===== config.mk =====
export PLATFORM = sky130hd
export DESIGN_NAME = ima_adpcm_multichannel_encoder
export DESIGN_NICKNAME = d
export VERILOG_FILES = /design/src/rtl/imaenc_pkg.sv /design/src/rtl/ima_adpcm_multichannel_encoder.sv /design/src/rtl/imaenc_front.sv /design/src/rtl/imaenc_queue.sv /design/src/rtl/imaenc_back.sv
export SDC_FILE = /design/constraint.sdc
export NUM_CORES = 1
export LEC_CHECK = 0
export BUFFER_PORTS_ARGS = -buffer_cell sky130_fd_sc_hd__buf_2
export CORE_ASPECT_RATIO = 1.1
export CORE_UTILIZATION = 55
export CTS_CLUSTER_SIZE = 24
export DETAILED_ROUTE_END_ITERATION = 6
export PLACE_DENSITY_LB_ADDON = 0.08
export SETUP_SLACK_MARGIN = 0.1
export SYNTH_ARGS = -nofsm -noshare
export SYNTH_HDL_FRONTEND = slang
export SYNTH_MEMORY_MAX_BITS = 65536
export SYNTH_SLANG_ARGS = --single-unit

===== constraint.sdc =====
create_clock -name clk -period 47.7 [get_ports clk]
set_input_delay 9.54 -clock clk [delete_from_list [all_inputs] [get_ports clk]]
set_output_delay 9.54 -clock clk [all_outputs]
set_load 0.02 [all_outputs]

===== src/rtl/imaenc_pkg.sv =====
// Shared types, codes and the IMA ADPCM nibble encoder function
`default_nettype none

package imaenc_pkg;

  // channel_mode register codes, also used as the frame kind in the queue
  typedef logic [1:0] kind_t;
  localparam kind_t KindMono   = 2'd0;
  localparam kind_t KindStereo = 2'd1;
  localparam kind_t KindQuad   = 2'd2;

  localparam logic [6:0] MaxStepPos = 7'd88;

  typedef struct packed {
    kind_t              kind;
    logic signed [15:0] sample_a;
    logic signed [15:0] sample_b;
    logic signed [15:0] sample_c;
    logic signed [15:0] sample_d;
  } frame_t;

  // front -> queue
  typedef struct packed {
    logic   push;
    frame_t frame;
  } push_t;

  // queue -> back
  typedef struct packed {
    logic   valid;
    frame_t frame;
  } head_t;

  typedef struct packed {
    logic [3:0]         code;
    logic signed [15:0] pred;
    logic [6:0]         pos;
  } enc_res_t;

  function automatic logic [14:0] step_size(logic [6:0] p);
    logic [14:0] s;
    case (p)
      7'd0: s = 15'd7;      7'd1: s = 15'd8;      7'd2: s = 15'd9;      7'd3: s = 15'd10;
      7'd4: s = 15'd11;     7'd5: s = 15'd12;     7'd6: s = 15'd13;     7'd7: s = 15'd14;
      7'd8: s = 15'd16;     7'd9: s = 15'd17;     7'd10: s = 15'd19;    7'd11: s = 15'd21;
      7'd12: s = 15'd23;    7'd13: s = 15'd25;    7'd14: s = 15'd28;    7'd15: s = 15'd31;
      7'd16: s = 15'd34;    7'd17: s = 15'd37;    7'd18: s = 15'd41;    7'd19: s = 15'd45;
      7'd20: s = 15'd50;    7'd21: s = 15'd55;    7'd22: s = 15'd60;    7'd23: s = 15'd66;
      7'd24: s = 15'd73;    7'd25: s = 15'd80;    7'd26: s = 15'd88;    7'd27: s = 15'd97;
      7'd28: s = 15'd107;   7'd29: s = 15'd118;   7'd30: s = 15'd130;   7'd31: s = 15'd143;
      7'd32: s = 15'd157;   7'd33: s = 15'd173;   7'd34: s = 15'd190;   7'd35: s = 15'd209;
      7'd36: s = 15'd230;   7'd37: s = 15'd253;   7'd38: s = 15'd279;   7'd39: s = 15'd307;
      7'd40: s = 15'd337;   7'd41: s = 15'd371;   7'd42: s = 15'd408;   7'd43: s = 15'd449;
      7'd44: s = 15'd494;   7'd45: s = 15'd544;   7'd46: s = 15'd598;   7'd47: s = 15'd658;
      7'd48: s = 15'd724;   7'd49: s = 15'd796;   7'd50: s = 15'd876;   7'd51: s = 15'd963;
      7'd52: s = 15'd1060;  7'd53: s = 15'd1166;  7'd54: s = 15'd1282;  7'd55: s = 15'd1411;
      7'd56: s = 15'd1552;  7'd57: s = 15'd1707;  7'd58: s = 15'd1878;  7'd59: s = 15'd2066;
      7'd60: s = 15'd2272;  7'd61: s = 15'd2499;  7'd62: s = 15'd2749;  7'd63: s = 15'd3024;
      7'd64: s = 15'd3327;  7'd65: s = 15'd3660;  7'd66: s = 15'd4026;  7'd67: s = 15'd4428;
      7'd68: s = 15'd4871;  7'd69: s = 15'd5358;  7'd70: s = 15'd5894;  7'd71: s = 15'd6484;
      7'd72: s = 15'd7132;  7'd73: s = 15'd7845;  7'd74: s = 15'd8630;  7'd75: s = 15'd9493;
      7'd76: s = 15'd10442; 7'd77: s = 15'd11487; 7'd78: s = 15'd12635; 7'd79: s = 15'd13899;
      7'd80: s = 15'd15289; 7'd81: s = 15'd16818; 7'd82: s = 15'd18500; 7'd83: s = 15'd20350;
      7'd84: s = 15'd22385; 7'd85: s = 15'd24623; 7'd86: s = 15'd27086; 7'd87: s = 15'd29794;
      default: s = 15'd32767;
    endcase
    return s;
  endfunction

  function automatic logic signed [4:0] index_adjust(logic [2:0] c);
    logic signed [4:0] a;
    case (c)
      3'd4:    a = 5'sd2;
      3'd5:    a = 5'sd4;
      3'd6:    a = 5'sd6;
      3'd7:    a = 5'sd8;
      default: a = -5'sd1;
    endcase
    return a;
  endfunction

  // One IMA ADPCM step: difference at 17 bits, three compare/subtract
  // stages, saturating predictor update, clamped index update.
  function automatic enc_res_t encode_nibble(logic signed [15:0] smp,
                                             logic signed [15:0] pred,
                                             logic [6:0]         pos);
    logic [6:0]         p;
    logic [14:0]        step;
    logic signed [16:0] diff;
    logic [16:0]        mag;
    logic [15:0]        delta;
    logic [3:0]         code;
    logic signed [17:0] np;
    logic signed [8:0]  ni;
    enc_res_t           r;
    p     = (pos > MaxStepPos) ? MaxStepPos : pos;
    step  = step_size(p);
    diff  = $signed({smp[15], smp}) - $signed({pred[15], pred});
    code  = 4'd0;
    if (diff < 0) begin
      code[3] = 1'b1;
      mag     = 17'(-diff);
    end else begin
      mag = 17'(diff);
    end
    delta = {4'd0, step[14:3]};
    if (mag >= {2'd0, step}) begin
      code[2] = 1'b1;
      mag     = mag - {2'd0, step};
      delta   = delta + {1'b0, step};
    end
    if (mag >= {3'd0, step[14:1]}) begin
      code[1] = 1'b1;
      mag     = mag - {3'd0, step[14:1]};
      delta   = delta + {2'd0, step[14:1]};
    end
    if (mag >= {4'd0, step[14:2]}) begin
      code[0] = 1'b1;
      delta   = delta + {3'd0, step[14:2]};
    end
    if (code[3]) begin
      np = $signed({{2{pred[15]}}, pred}) - $signed({2'd0, delta});
    end else begin
      np = $signed({{2{pred[15]}}, pred}) + $signed({2'd0, delta});
    end
    if (np < -18'sd32768) begin
      r.pred = 16'sh8000;
    end else if (np > 18'sd32767) begin
      r.pred = 16'sh7fff;
    end else begin
      r.pred = np[15:0];
    end
    ni = $signed({2'd0, p}) + 9'(index_adjust(code[2:0]));
    if (ni < 0) begin
      r.pos = 7'd0;
    end else if (ni > $signed({2'd0, MaxStepPos})) begin
      r.pos = MaxStepPos;
    end else begin
      r.pos = ni[6:0];
    end
    r.code = code;
    return r;
  endfunction

endpackage

`default_nettype wire


===== src/rtl/ima_adpcm_multichannel_encoder.sv =====
// Top level: 4-channel IMA ADPCM encoder with APB mode register
// Output bytes are registered; mono encodes its two samples on channel 0
// in two passes and registers its byte on the second pass.
// Throughput: stereo one frame per cycle unless the output stalls; mono
// and quad take two encode passes each (quad's second pass emits a second byte).
// Reset (rst, synchronous): mode mono, channel state zero, queue empty, no output.
`default_nettype none

module ima_adpcm_multichannel_encoder #(
  parameter int QUEUE_DEPTH = 4
) (
  input  wire         clk,
  input  wire         rst,
  // input frames
  input  wire         s_axis_tvalid,
  output logic        s_axis_tready,
  input  wire  [63:0] s_axis_tdata,  // sample_a[15:0], sample_b[31:16],
                                     // sample_c[47:32], sample_d[63:48]
  // code bytes
  output logic        m_axis_tvalid,
  input  wire         m_axis_tready,
  output logic [7:0]  m_axis_tdata,  // code_byte[7:0]
  output logic        m_axis_tuser,  // pair_select
  output logic        m_axis_tlast,  // last_of_frame
  // configuration
  input  wire         psel,
  input  wire         penable,
  input  wire         pwrite,
  input  wire  [2:0]  paddr,
  input  wire  [31:0] pwdata,
  output logic [31:0] prdata,
  output logic        pready
);
  import imaenc_pkg::*;

  kind_t  channel_mode;
  push_t  push;
  head_t  head;
  logic   queue_full;
  logic   pop;
  logic   reg_sel;

  // ---------------------------------------------------------------------
  // APB register: channel_mode at byte address 0; paddr[2] picks the
  // register, anything past it is ignored on write and reads as zero. The user must see that Mode
  // is only written while idle, so frames in flight never see it move; the block does not enforce it.
  // ---------------------------------------------------------------------
  assign pready  = 1'b1;
  assign reg_sel = (paddr[2] == 1'b0);
  assign prdata  = reg_sel ? {30'd0, channel_mode} : 32'd0;

  always_ff @(posedge clk) begin
    if (rst) begin
      channel_mode <= KindMono;
    end else if (psel && penable && pwrite && pready && reg_sel) begin
      channel_mode <= pwdata[1:0];
    end
  end

  // ---------------------------------------------------------------------
  // Front end: takes a transfer whenever the queue has room and reset is
  // released, tags the frame with the current mode, drops it when the mode
  // code is unused.
  // ---------------------------------------------------------------------
  imaenc_front u_front (
    .rst           (rst),
    .s_axis_tvalid (s_axis_tvalid),
    .s_axis_tready (s_axis_tready),
    .s_axis_tdata  (s_axis_tdata),
    .channel_mode  (channel_mode),
    .queue_full    (queue_full),
    .push          (push)
  );

  // ---------------------------------------------------------------------
  // Queue decouples input stalls from output stalls.
  // ---------------------------------------------------------------------
  imaenc_queue #(
    .DEPTH (QUEUE_DEPTH)
  ) u_queue (
    .clk  (clk),
    .rst  (rst),
    .push (push),
    .full (queue_full),
    .pop  (pop),
    .head (head)
  );

  // ---------------------------------------------------------------------
  // Back end: two lanes encode up to one byte per cycle into the output
  // register while the output is not stalled. Mono encodes its two samples
  // on channel 0 in two passes, one per cycle unless the output stalls; quad
  // takes two passes (front pair, then center/LFE) before popping the frame.
  // ---------------------------------------------------------------------
  imaenc_back u_back (
    .clk           (clk),
    .rst           (rst),
    .head          (head),
    .pop           (pop),
    .m_axis_tvalid (m_axis_tvalid),
    .m_axis_tready (m_axis_tready),
    .m_axis_tdata  (m_axis_tdata),
    .m_axis_tuser  (m_axis_tuser),
    .m_axis_tlast  (m_axis_tlast)
  );

endmodule

`default_nettype wire


===== src/rtl/imaenc_front.sv =====
// Front end: accepts frames, tags them with the channel mode, drops unused mode
`default_nettype none

module imaenc_front (
  input  wire                      rst,
  input  wire                      s_axis_tvalid,
  output logic                     s_axis_tready,
  input  wire  [63:0]              s_axis_tdata,
  input  wire  imaenc_pkg::kind_t  channel_mode,
  input  wire                      queue_full,
  output imaenc_pkg::push_t        push
);
  import imaenc_pkg::*;

  logic known_mode;

  always_comb begin
    case (channel_mode)
      KindMono, KindStereo, KindQuad: known_mode = 1'b1;
      default:                        known_mode = 1'b0;
    endcase
  end

  // held off during reset so no transfer is taken and lost
  assign s_axis_tready = !queue_full && !rst;

  // unused mode code: transfer taken, frame discarded
  assign push.push           = s_axis_tvalid && s_axis_tready && known_mode;
  assign push.frame.kind     = channel_mode;
  assign push.frame.sample_a = s_axis_tdata[15:0];
  assign push.frame.sample_b = s_axis_tdata[31:16];
  assign push.frame.sample_c = s_axis_tdata[47:32];
  assign push.frame.sample_d = s_axis_tdata[63:48];

endmodule

`default_nettype wire


===== src/rtl/imaenc_queue.sv =====
// Short frame queue between front and back end
`default_nettype none

module imaenc_queue #(
  parameter int DEPTH = 4
) (
  input  wire                       clk,
  input  wire                       rst,
  input  wire  imaenc_pkg::push_t   push,
  output logic                      full,
  input  wire                       pop,
  output imaenc_pkg::head_t         head
);
  import imaenc_pkg::*;

  localparam int PtrW = (DEPTH > 1) ? $clog2(DEPTH) : 1;
  localparam int CntW = $clog2(DEPTH + 1);

  frame_t            entries [DEPTH];
  logic [PtrW-1:0]   wr_ptr;
  logic [PtrW-1:0]   rd_ptr;
  logic [CntW-1:0]   count;
  logic              do_pop;

  assign full       = (count == CntW'(DEPTH));
  assign head.valid = (count != '0);
  assign head.frame = entries[rd_ptr];
  assign do_pop     = pop && head.valid;

  always_ff @(posedge clk) begin
    if (push.push) begin
      entries[wr_ptr] <= push.frame;
    end
  end

  always_ff @(posedge clk) begin
    if (rst) begin
      wr_ptr <= '0;
      rd_ptr <= '0;
      count  <= '0;
    end else begin
      if (push.push) begin
        wr_ptr <= (wr_ptr == PtrW'(DEPTH - 1)) ? '0 : wr_ptr + 1'b1;
      end
      if (do_pop) begin
        rd_ptr <= (rd_ptr == PtrW'(DEPTH - 1)) ? '0 : rd_ptr + 1'b1;
      end
      if (push.push && !do_pop) begin
        count <= count + 1'b1;
      end else if (!push.push && do_pop) begin
        count <= count - 1'b1;
      end
    end
  end

endmodule

`default_nettype wire


===== src/rtl/imaenc_back.sv =====
// Back end: two encoder lanes, per-channel state, output register
`default_nettype none

module imaenc_back (
  input  wire                  clk,
  input  wire                  rst,
  input  wire  imaenc_pkg::head_t head,
  output logic                 pop,
  output logic                 m_axis_tvalid,
  input  wire                  m_axis_tready,
  output logic [7:0]           m_axis_tdata,
  output logic                 m_axis_tuser,
  output logic                 m_axis_tlast
);
  import imaenc_pkg::*;

  logic signed [15:0] pred [4];
  logic [6:0]         pos  [4];
  logic               phase;     // second pass: mono second sample, quad center/LFE
  logic [3:0]         lo_code;   // mono first-sample code, held for the second pass
  logic               out_free;
  logic               take;
  logic               emit;
  logic               is_quad;
  logic               is_mono;
  logic               two_pass;
  logic signed [15:0] smp0, smp1, pred0, pred1;
  logic [6:0]         pos0, pos1;
  enc_res_t           r0, r1;

  assign is_quad  = (head.frame.kind == KindQuad);
  assign is_mono  = (head.frame.kind == KindMono);
  assign two_pass = is_quad || is_mono;
  assign out_free = !m_axis_tvalid || m_axis_tready;
  assign take     = head.valid && out_free;
  assign emit     = !(is_mono && !phase);
  assign pop      = take && !(two_pass && !phase);

  always_comb begin
    // lane 0: channel 0 (mono: sample_a, then sample_b), or channel 2
    if (phase && !is_mono) begin
      smp0  = head.frame.sample_c;
      pred0 = pred[2];
      pos0  = pos[2];
    end else begin
      smp0  = phase ? head.frame.sample_b : head.frame.sample_a;
      pred0 = pred[0];
      pos0  = pos[0];
    end
    // lane 1: channel 1 or channel 3; its result is unused in mono
    smp1  = phase ? head.frame.sample_d : head.frame.sample_b;
    pred1 = phase ? pred[3] : pred[1];
    pos1  = phase ? pos[3]  : pos[1];
    r0    = encode_nibble(smp0, pred0, pos0);
    r1    = encode_nibble(smp1, pred1, pos1);
  end

  always_ff @(posedge clk) begin
    if (rst) begin
      for (int i = 0; i < 4; i++) begin
        pred[i] <= '0;
        pos[i]  <= '0;
      end
      phase         <= 1'b0;
      m_axis_tvalid <= 1'b0;
    end else begin
      if (take) begin
        if (is_mono) begin
          pred[0] <= r0.pred;
          pos[0]  <= r0.pos;
        end else if (phase) begin
          pred[2] <= r0.pred;
          pos[2]  <= r0.pos;
          pred[3] <= r1.pred;
          pos[3]  <= r1.pos;
        end else begin
          pred[0] <= r0.pred;
          pos[0]  <= r0.pos;
          pred[1] <= r1.pred;
          pos[1]  <= r1.pos;
        end
        phase <= two_pass && !phase;
      end
      if (out_free) begin
        m_axis_tvalid <= take && emit;
      end
    end
  end

  always_ff @(posedge clk) begin
    if (take && is_mono && !phase) begin
      lo_code <= r0.code;
    end
    if (take && emit) begin
      m_axis_tdata <= is_mono ? {r0.code, lo_code} : {r1.code, r0.code};
      m_axis_tuser <= is_quad && phase;
      m_axis_tlast <= !(is_quad && !phase);
    end
  end

endmodule

`default_nettype wire


==> results by group <==
Global routing
  • Total grt overflow: 0
  • Global-route wire length before repair: ~150 mm
  • Vias in the first global route: between 20000 and 30000
  • Largest net degree at the start of global routing: 67
  • Tot GR Track Use: 29.7%
  • Antenna violations before repair: 9

CTS
  • TritonCTS Buffers: 39
  • CTS root buf: clkbuf_16
  • CTS Buffer Depth: 3
  • Worst-Skew Late Latency: slightly below 600 ps
  • Number of setup buffers added after CTS: 0
  • H-tree depth: 2
  • Post-cts sizing count: 0
  • CTS tree: built
  • Clk slew on worst S/H paths: ~60 ps
  • # clock sinks: between 300 and 400
  • Hold_buf cts: 0

Drt
  • WL final: 92.0 mm
  • Number of antenna-violating nets in the routed design: 0
  • Vias post-DR: about 27000
  • Routed len/inst: about 21 um
  • Starting DRT DRC Count: approximately 1900
  • Vias per inst: 6.27
  • DRC Markers: 0
  • First-pass DRT Iterations: 6

Hold path
  • Worst Hold Class: flop to flop

STA
  • Max Transition Viols Final: 0
  • Worst-Margin Slew: around 1200 ps
  • Final hold vios: 0
  • Unrepaired setup endpoints after global routing: no
  • Final setup skew: approximately 28 ps
  • Fin crit period: 23410 ps
  • Fmax: 42.7 MHz
  • Setup Viol. Count Final: 0
  • Setup TNS: 0 ps
  • Fin crit share: 49.1%
  • Max_slew headroom: a little over a fifth

Worst setup path
  • Largest stage delay on the critical path: approximately 840 ps
  • Setup crit end kind: flop
  • CP max-delay cell: dfxtp_2
  • Critical path class: flop to flop
  • Crit path DAT: ~24000 ps
  • Worst Path Required: ~48000 ps
  • Worst-path maximum fanout: 49
  • Crit path top cell by count: o21ai_0
  • CP Launch Type: flop

Synth
  • Mapped Cells: about 3500
  • Commonest register cell after synthesis: edfxtp_1
  • Syn_area_per_cell: 9.43 sq um
  • Post-synth ARST share: 0%
  • Unique masters post-synth: roughly 120
  • EDFF count, synth: between 300 and 400
  • Yosys synthesis warning count: 0
  • Register area share after synthesis: about a third
  • Synthesized flop and latch total: around 380
  • Post-synthesis cell area: between 0.03 and 0.04 sq mm

Final layout
  • Core Util, Final: 59.6%
  • Post-route cell area: 0.0357 sq mm
  • Area Overhead vs Synth: 7.15%
  • Cell Count, Final, Fillers Out: about 4400
  • Fraction of layout cells with a size suffix above 1: 11.1%
  • # fillers: 5123
  • Fin nets: 3975

Die
  • Die height: ~260 um
  • Initial Utilization: between 50% and 60%
  • Die width: about 240 um
  • I/O Pins: between 150 and 200
  • Row Count: 94
  • Core region area: between 0.05 and 0.06 sq mm
  • Total die area: around 0.062 sq mm

Place
  • DP Cell Count: approximately 4300
  • Gp weighted congestion: 0.938
  • Placed cell area: approximately 0.034 sq mm
  • Placed wire-length estimate: roughly 68 mm
  • IO buf count: 87

Outcome
  • Outcome: completed

Flow run
  • Maxcap violations: 0
metrics by stage:
step / worst slack (ps) / hold WS [ps]
3_3_place_gp: 25480 / 500
4_1_cts: 24620 / 517
3_5_place_dp: 24840 / 506
5_1_grt: 21950 / 545
6_report: 24290 / 514
2_1_floorplan: 26100 / 465
worst paths after layout:
kind                            startpoint                              end  slack (ps)  cells after the start
max                                   flop  u_back.pred[3][0]$_SDFFCE_PN0P_       24290                    105
min          u_queue.count[2]$_SDFFE_PP0P_    u_queue.count[2]$_SDFFE_PP0P_         510                      2
min reg2reg  u_queue.count[2]$_SDFFE_PP0P_    u_queue.count[2]$_SDFFE_PP0P_         510                      2
max reg2reg                           flop  u_back.pred[3][0]$_SDFFCE_PN0P_       24290                    105
critical path, delay by kind of cell, from the launching register on:
family                     cells  cell delay [ps]
AOI/OAI and AO/OA             65            13900
DFF                            1              840
adders and majority gates      7             1820
muxes                          4             1570
buffers and inverters         10             2820
xor gates and xnor gates       1              130
and+or+nand+nor               18             2040
layout make-up:
cell class | instances | area, sq um | area share (%)
Clock inverter | 19 | 200 | 0.561
Tap cell | 768 | 961 | 2.69
Inverter | 224 | 841 | 2.36
Clock buffer | 53 | 1040 | 2.91
Multi-Input combinational cell | 2778 | 20400 | 57.3
Antenna cell | 5 | 12.5 | 0.0351
Sequential cell | 383 | 11400 | 31.9
Timing Repair Buffer | 136 | 803 | 2.25
kinds of logic after synthesis:
family	after synthesis	synth area share, %
other cells	2	0.0226
xor+xnor	204	5.42
buf+inv	397	4.98
fa+ha+maj	312	12.1
flops	383	34.2
compound gates	1030	20.6
simple gates	1002	14.1
mux	199	8.67
state kept, by name, summed over array words and instances, names as in the netlist, named ones only:
signal and flops:
u_back.pred 64, u_queue.rd_ptr 2, u_queue.count 3, u_queue.entries 264, u_back.lo_code 4, u_queue.wr_ptr 2
u_back.m_axis_tuser 1, channel_mode 2, u_back.m_axis_tlast 1, u_back.m_axis_tdata 8, u_back.m_axis_tvalid 1, u_back.pos 28
u_back.phase 1
routing by layer:
| layer | part of all wire, % | track usage (%) |
|---|---|---|
| met1 | 43 | 38.1 |
| met2 | 48 | 50.8 |
| met3 | 4.5 | 2.98 |
| met4 | 4.4 | 13.2 |
| met5 | 0.048 | 0 |
placed cells by master (no fill, tap or decap), drive strengths merged, types with 45 or more instances in the layout:
master  count
a21boi     45
clkbuf     53
nor3       60
a21oi     259
nand2     313
ha        290
o21a       60
mux4       66
mux2i      82
a31oi      49
o21bai     48
a21o       79
nor2      320
buf       136
nand3      47
xor2       65
o21ai     229
o31ai      46
edfxtp    370
xnor2     139
inv       223
mux2       51
cell usage after synthesis, drive strengths merged (65+ instances only):
cell type | instances | area (sq um)
clkbuf | 91 | 342
mux4 | 66 | 1490
o21ai | 229 | 1180
a21oi | 259 | 1300
nor2 | 320 | 1230
inv | 221 | 830
a21o | 79 | 593
ha | 290 | 3630
edfxtp | 370 | 11100
xnor2 | 139 | 1220
xor2 | 65 | 588
nand2 | 313 | 1170
mux2i | 82 | 825
buf | 82 | 475
Power is left out: the tool's default activity adds up to more than one toggle a clock period on the data nets, which glitch-free logic cannot reach.
